## src/swef_pkg.sv

```systemverilog
// Shared types and constants of the shallow water edge flux block.
package swef_pkg;

	localparam int DATA_W    = 32;
	localparam int FRAC_BITS = 20;
	localparam int ACC_W     = 48;
	localparam int Q_W       = DATA_W - 1;        // unsigned magnitudes
	localparam int DIFF_W    = DATA_W + 1;        // side differences
	localparam int LEN_W     = 31;
	localparam int NRM_W     = 22;
	localparam int RAD_W     = 2 * Q_W;           // gravity times height
	localparam int NUM_W     = ACC_W + FRAC_BITS + 1;

	localparam logic [Q_W-1:0] Q_MAX = '1;
	localparam logic signed [ACC_W-1:0] ACC_MAX = {1'b0, {(ACC_W-1){1'b1}}};

	localparam int S_TDATA_W = 272;
	localparam int M_TDATA_W = 192;
	localparam int CFG_IDX_W = 8;

	// Register indexes of the configuration port.
	localparam logic [CFG_IDX_W-1:0] CFG_GRAVITY     = 8'd0;
	localparam logic [CFG_IDX_W-1:0] CFG_SPEED_EPS   = 8'd1;
	localparam logic [CFG_IDX_W-1:0] CFG_CELL_AREA   = 8'd2;
	localparam logic [CFG_IDX_W-1:0] CFG_CELL_RADIUS = 8'd3;

	localparam logic [Q_W-1:0] GRAVITY_RST = 31'd10286531;
	localparam logic [Q_W-1:0] ONE_Q       = 31'd1048576;

	typedef struct packed {
		logic [Q_W-1:0] gravity;
		logic [Q_W-1:0] speed_epsilon;
		logic [Q_W-1:0] cell_area;
		logic [Q_W-1:0] cell_radius;
	} cfg_t;

	// Classified edge handed from the front to the back.
	typedef struct packed {
		logic [Q_W-1:0]           hl_pos;
		logic [Q_W-1:0]           hr_pos;
		logic signed [DIFF_W-1:0] dh;
		logic signed [DIFF_W-1:0] dxm;
		logic signed [DIFF_W-1:0] dym;
		logic [LEN_W-1:0]         len;
		logic signed [NRM_W-1:0]  nx;
		logic signed [NRM_W-1:0]  ny;
		logic                     last_edge;
		logic                     last_element;
	} edge_t;

endpackage

```

## src/swef_front.sv

```systemverilog
// Input side: unpacks and classifies edges into a short queue.
module swef_front
	import swef_pkg::*;
(
	input  logic                 clk,
	input  logic                 arst_n,
	input  logic                 s_tvalid,
	output logic                 s_tready,
	input  logic [S_TDATA_W-1:0] s_tdata,
	input  logic                 s_tlast,
	input  logic [1:0]           s_tuser,
	input  logic                 pop,
	output logic                 q_valid,
	output edge_t                q_data
);

	localparam int DEPTH = 4;
	localparam int PTR_W = $clog2(DEPTH);

	edge_t                    mem_q [DEPTH];
	logic [PTR_W-1:0]         wr_q;
	logic [PTR_W-1:0]         rd_q;
	logic [PTR_W:0]           cnt_q;
	edge_t                    cls;
	logic signed [DATA_W-1:0] hl, hr, nh, nxm, nym, uhk, vhk;
	logic signed [DIFF_W-1:0] uhr, vhr;
	logic                     has_nb;
	logic                     push;

	// Pick the far side: neighbour values or the mirrored wall state
	always_comb begin
		hl     = $signed(s_tdata[31:0]);
		nh     = $signed(s_tdata[63:32]);
		nxm    = $signed(s_tdata[95:64]);
		nym    = $signed(s_tdata[127:96]);
		uhk    = $signed(s_tdata[159:128]);
		vhk    = $signed(s_tdata[191:160]);
		has_nb = s_tuser[0];
		hr     = has_nb ? nh : hl;
		uhr    = has_nb ? DIFF_W'(nxm) : -DIFF_W'(uhk);
		vhr    = has_nb ? DIFF_W'(nym) : -DIFF_W'(vhk);
		cls.hl_pos       = hl[DATA_W-1] ? '0 : hl[Q_W-1:0];
		cls.hr_pos       = hr[DATA_W-1] ? '0 : hr[Q_W-1:0];
		cls.dh           = DIFF_W'(hl) - DIFF_W'(hr);
		cls.dxm          = DIFF_W'(uhk) - uhr;
		cls.dym          = DIFF_W'(vhk) - vhr;
		cls.len          = s_tdata[222:192];
		cls.nx           = $signed(s_tdata[244:223]);
		cls.ny           = $signed(s_tdata[266:245]);
		cls.last_edge    = s_tlast;
		cls.last_element = s_tuser[1];
	end

	assign s_tready = cnt_q != (PTR_W+1)'(DEPTH);
	assign push     = s_tvalid && s_tready;
	assign q_valid  = cnt_q != '0;
	assign q_data   = mem_q[rd_q];

	// Advance the queue pointers
	always_ff @(posedge clk or negedge arst_n) begin
		if (!arst_n) begin
			wr_q  <= '0;
			rd_q  <= '0;
			cnt_q <= '0;
		end else begin
			if (push) wr_q <= wr_q + 1'b1;
			if (pop)  rd_q <= rd_q + 1'b1;
			if (push && !pop) cnt_q <= cnt_q + 1'b1;
			else if (pop && !push) cnt_q <= cnt_q - 1'b1;
		end
	end

	always_ff @(posedge clk) begin
		if (push) mem_q[wr_q] <= cls;
	end

endmodule

```

## config.mk

```make
export PLATFORM = sky130hd
export DESIGN_NAME = swef_front
export DESIGN_NICKNAME = d
export VERILOG_FILES = /design/src/swef_pkg.sv /design/src/swef_front.sv
export SDC_FILE = /design/constraint.sdc
export NUM_CORES = 1
export LEC_CHECK = 0
export ABC_CLOCK_PERIOD_IN_PS = 7400
export BUFFER_PORTS_ARGS = -buffer_cell sky130_fd_sc_hd__buf_2
export CAP_MARGIN = 20
export CORE_MARGIN = 1
export CORE_UTILIZATION = 55
export DETAILED_ROUTE_END_ITERATION = 12
export GPL_TIMING_DRIVEN = 0
export PLACE_DENSITY_LB_ADDON = 0.05
export SETUP_SLACK_MARGIN = 0.1
export SLEW_MARGIN = 10
export SYNTH_ARGS = -nofsm -noshare
export SYNTH_HDL_FRONTEND = slang
export SYNTH_SLANG_ARGS = --single-unit
export TNS_END_PERCENT = 30
```

## constraint.sdc

```tcl
create_clock -name clk -period 7.4 [get_ports clk]
set_input_delay 1.48 -clock clk [delete_from_list [all_inputs] [get_ports clk]]
set_output_delay 1.48 -clock clk [all_outputs]
set_load 0.005 [all_outputs]
```

==> key figures <==
Floorplanning
  • Number of ports placed on the die boundary: 519
  • Area of the die: 0.0767 mm^2
  • Floorplan row count: 100
  • Initial cell density of the core: 55.8%
  • Width of the chip: approximately 280 um
  • Core area: 0.0746 mm^2
  • Overall die height: 277 um

Drt
  • Post-detailed-route via-to-cell ratio: 5.92
  • DR vias: 23745
  • Antenna viol nets, final: 0
  • 1st-iter DRT viols: 1603
  • Count of TritonRoute iterations in the first routing pass: 5
  • DRC violations left: 0
  • Total routed wirelength: 97.4 mm
  • Routed wire length per instance: 24.3 um

Critical path
  • Startpoint of the lowest-slack register-to-register path: cnt_q[0]$_DFFE_PN0P_
  • Crit-path max cell delay: 0.90 ns
  • Crit path DAT: 6.45 ns
  • Worst Path Class, Setup: primary input to flip-flop
  • Crit-path leading delay family: compound AO/OA/AOI/OAI gates
  • CP Data Required Time: 7.79 ns
  • CP cell instances: buf_2 > clkbuf_1 > buf_1 > clkbuf_1 > a21oi_1 > ha_1 > o21a_1 > o31a_1 > nor3_1 > o21ai_0 > a221oi_1 > o211a_1 > o41ai_1 > a21oi_1 > xnor2_1
  • FF-to-FF path depth: 6
  • Maximum net fanout on the critical path: 10
  • Worst path slowest cell: sky130_fd_sc_hd__buf_1
  • Number of buffer and inverter instances along the worst setup path: 4
  • Worst setup SP type: primary input
  • Critical path endpoint category: flip-flop
  • Capture point of the worst reg-to-reg path: mem_q[1][132]$_DFFE_PP_
  • Setup slack of the most critical reg-to-reg path: just under 5 ns

Run
  • Maximum Capacitance Violations: 0

Finish
  • Fraction of final layout cells sized beyond drive strength 1: ~30%
  • Seq. cell area: 0.0288 mm^2
  • Final net count: ~3400
  • Area taken by multi-input logic gates: 0.0124 mm^2
  • Final std cell area, no fill: 0.0490 mm^2
  • Fill cells: between 5000 and 6000
  • Final Non-Filler Cells: around 4000
  • Synth-to-layout area growth: 17.8%
  • Most common cell after layout, fill and taps aside: sky130_fd_sc_hd__edfxtp_1
  • Leading cell types in the layout, fill and taps excluded: sky130_fd_sc_hd__edfxtp_1, sky130_fd_sc_hd__buf_2, sky130_fd_sc_hd__mux4_2

Synth
  • Summed instance area of the synthesized netlist: 0.0416 mm^2
  • Flop and latch count out of synthesis: 959
  • Synthesis warning total: 0
  • Post-Syn Area per Cell: 17.9 um^2
  • Area fraction of the dominant cell type after synthesis: 68.7%
  • Cell type contributing the most total cell area after synthesis: sky130_fd_sc_hd__edfxtp_1
  • Dominant synthesized flop cell: sky130_fd_sc_hd__edfxtp_1
  • Post-Syn Nets: 2712
  • Sequential fraction of the synthesis area: 69.2%
  • Fraction of registers with async set or reset after synthesis: less than 1%
  • Library cells used by synthesis: 69
  • Cells taking the most area after synthesis: sky130_fd_sc_hd__edfxtp_1, sky130_fd_sc_hd__mux4_2, sky130_fd_sc_hd__ha_1
  • Post-synthesis instance total: 2326
  • Number of enable flip-flop cells after synthesis: 952

Min path
  • Min-Delay Path Depth: 1
  • Worst hold path type: flip-flop to flip-flop
  • Worst Hold Path EP: cnt_q[2]$_DFFE_PN0P_
  • Launch point of the worst hold path: cnt_q[2]$_DFFE_PN0P_

STA
  • Final setup fails: 0
  • Worst hold slack: around 0.51 ns
  • Top achievable clock speed: 165 MHz
  • Relative max-transition margin: 23.8%
  • Tcrit/Tclk final: 81.9%
  • Final Skew: 0.0239 ns
  • Post-route minimum period: 6.06 ns
  • Slew at the pin closest to its max-slew limit: 1.14 ns
  • Final hold violation count: 0
  • Setup repair after global routing missed its margin: false
  • Final sum of negative setup slack: 0 ns
  • Final number of max-transition violations: 0

CTS
  • Hold-fix buffers, CTS: 0
  • Resize count post-CTS: 0
  • Number of buffers inserted during clock tree synthesis: 98
  • Clk slew on worst S/H paths: 0.06 ns
  • Clk Tree Root Cell: sky130_fd_sc_hd__clkbuf_16
  • Clock tree from TritonCTS: done
  • Buffers from clock root to sink, at most: 3
  • Clock sink count: roughly 960
  • CTS H-Tree Depth: 3
  • Insertion delay to the later sink of the worst-skew pair: 0.65 ns
  • Post-CTS setup buffer count: 0

Placement
  • Routability-driven placement congestion ratio: 0.893
  • Instance area at placement: 0.0460 mm^2
  • HPWL after DPL: around 70 mm
  • IO buf count: 513
  • Dpl cells: 3831

Global routing
  • Vias in the first global route: roughly 24000
  • Maximum number of pins on one net before global-route repair: 50
  • Antenna violations before repair: 16
  • Total global routing overflow: 0
  • Global-route wire length before repair: between 100 and 150 mm
  • All-layer global routing usage: 25.6%

Outcome
  • Result of the run: finished clean

Power and ir drop
  • Post-layout total power: around 18 mW
  • Ratio of total power to cell area: 367 mW/mm^2
  • Maximum vdd drop: 0.250 mV
  • Static Leakage: 17.5 nW
[layer usage]
layer  GRT usage, %  up-vias  routed length [um]
met3           5.28      176                6720
met1           33.9    12078               39200
met2           42.4      813               48300
met4           8.93       14                3080
li1               -    10664                   -
met5              0        -                  86
[registers in the layout, summed over array words and instances (netlist names)]
| signal | count |
|---|---|
| mem_q | 952 |
| cnt_q | 3 |
| rd_q | 2 |
| wr_q | 2 |
[how the worst max path moves through the flow]
stage,depth (start not counted),start,slack (ns),end
3_5_place_dp,15,s_tuser[0],0.67,mem_q[0][106]$_DFFE_PP_
4_1_cts,15,s_tuser[0],1.34,mem_q[2][106]$_DFFE_PP_
3_3_place_gp,2,s_tvalid,-4.91,mem_q[3][87]$_DFFE_PP_
2_1_floorplan,1,s_tvalid,-0.19,mem_q[2][0]$_DFFE_PP_
5_1_grt,15,s_tuser[0],1.07,mem_q[2][106]$_DFFE_PP_
6_report,15,s_tuser[0],1.34,mem_q[2][106]$_DFFE_PP_
[worst reg2reg max path, delay by kind of cell (launching register included)]
family / cells / cell delay, ns
AND/OR/NAND/NOR: 3 / 0.76
buffers and inverters: 3 / 1.01
flip-flops: 1 / 0.43
[Yosys cell counts (3+ instances only)]
master	n
sky130_fd_sc_hd__or3_1	8
sky130_fd_sc_hd__o31a_1	3
sky130_fd_sc_hd__o31ai_1	4
sky130_fd_sc_hd__nand4_1	10
sky130_fd_sc_hd__a21oi_1	119
sky130_fd_sc_hd__edfxtp_1	952
sky130_fd_sc_hd__nor3_1	23
sky130_fd_sc_hd__a31o_2	3
sky130_fd_sc_hd__nor4_1	12
sky130_fd_sc_hd__o41ai_1	3
sky130_fd_sc_hd__fa_1	4
sky130_fd_sc_hd__xor2_1	67
sky130_fd_sc_hd__ha_1	103
sky130_fd_sc_hd__mux4_2	238
sky130_fd_sc_hd__nand3_1	17
sky130_fd_sc_hd__nand2_1	75
sky130_fd_sc_hd__mux2i_1	40
sky130_fd_sc_hd__a221oi_1	6
sky130_fd_sc_hd__buf_1	47
sky130_fd_sc_hd__o21bai_1	6
sky130_fd_sc_hd__a211oi_1	6
sky130_fd_sc_hd__o21ai_0	51
sky130_fd_sc_hd__o211ai_1	7
sky130_fd_sc_hd__clkbuf_1	39
sky130_fd_sc_hd__and3_1	14
sky130_fd_sc_hd__and2_1	4
sky130_fd_sc_hd__o21a_1	14
sky130_fd_sc_hd__nor4_4	3
sky130_fd_sc_hd__xnor2_1	78
sky130_fd_sc_hd__nand2b_1	12
sky130_fd_sc_hd__o21ai_1	4
sky130_fd_sc_hd__nor2_1	158
sky130_fd_sc_hd__dfrtp_1	7
sky130_fd_sc_hd__a31oi_1	13
sky130_fd_sc_hd__a21o_1	44
sky130_fd_sc_hd__or4_1	3
sky130_fd_sc_hd__inv_1	41
sky130_fd_sc_hd__nor2b_1	42
[power breakdown]
group	internal (mW)	switching [mW]	leakage, nW	total [mW]
clock network	2.61	1.97	1.44	4.58
registers	7.37	0.213	8.85	7.58
logic	2.55	3.26	7.23	5.81
total	12.5	5.44	17.5	18.0
[cell type report]
cell class,count,share of cell area [%]
Tap cell,969,2.48
Buffer,86,0.659
Timing Repair Buffer,538,6.47
Multi-Input combinational cell,1240,25.2
Inverter,41,0.314
Clock inverter,46,0.759
Sequential cell,959,58.7
Antenna cell,7,0.0358
Clock buffer,125,5.30
[through the flow]
step / utilization, % / worst slack, ns
final: 65.7 / 1.34
after global routing: 65.7 / 1.07
after CTS: 65.6 / 1.34
after detailed placement: 61.6 / 0.674
after global placement: 60.8 / -4.91
after floorplan: - / -0.185
[logic make-up (layout without fill, tap and decap cells)]
kind of cell,count (synthesis),count (layout),synth area share [%]
adder cells (fa/ha/maj),107,107,3.29
multiplexers,280,280,13.9
XOR/XNOR,145,145,3.05
AO/OA/AOI/OAI,307,307,4.63
other,0,7,0
flip-flops,959,959,69.2
AND/OR/NAND/NOR,401,401,4.80
buffers and inverters,127,836,1.15
Power figures use the tool's default switching activity.
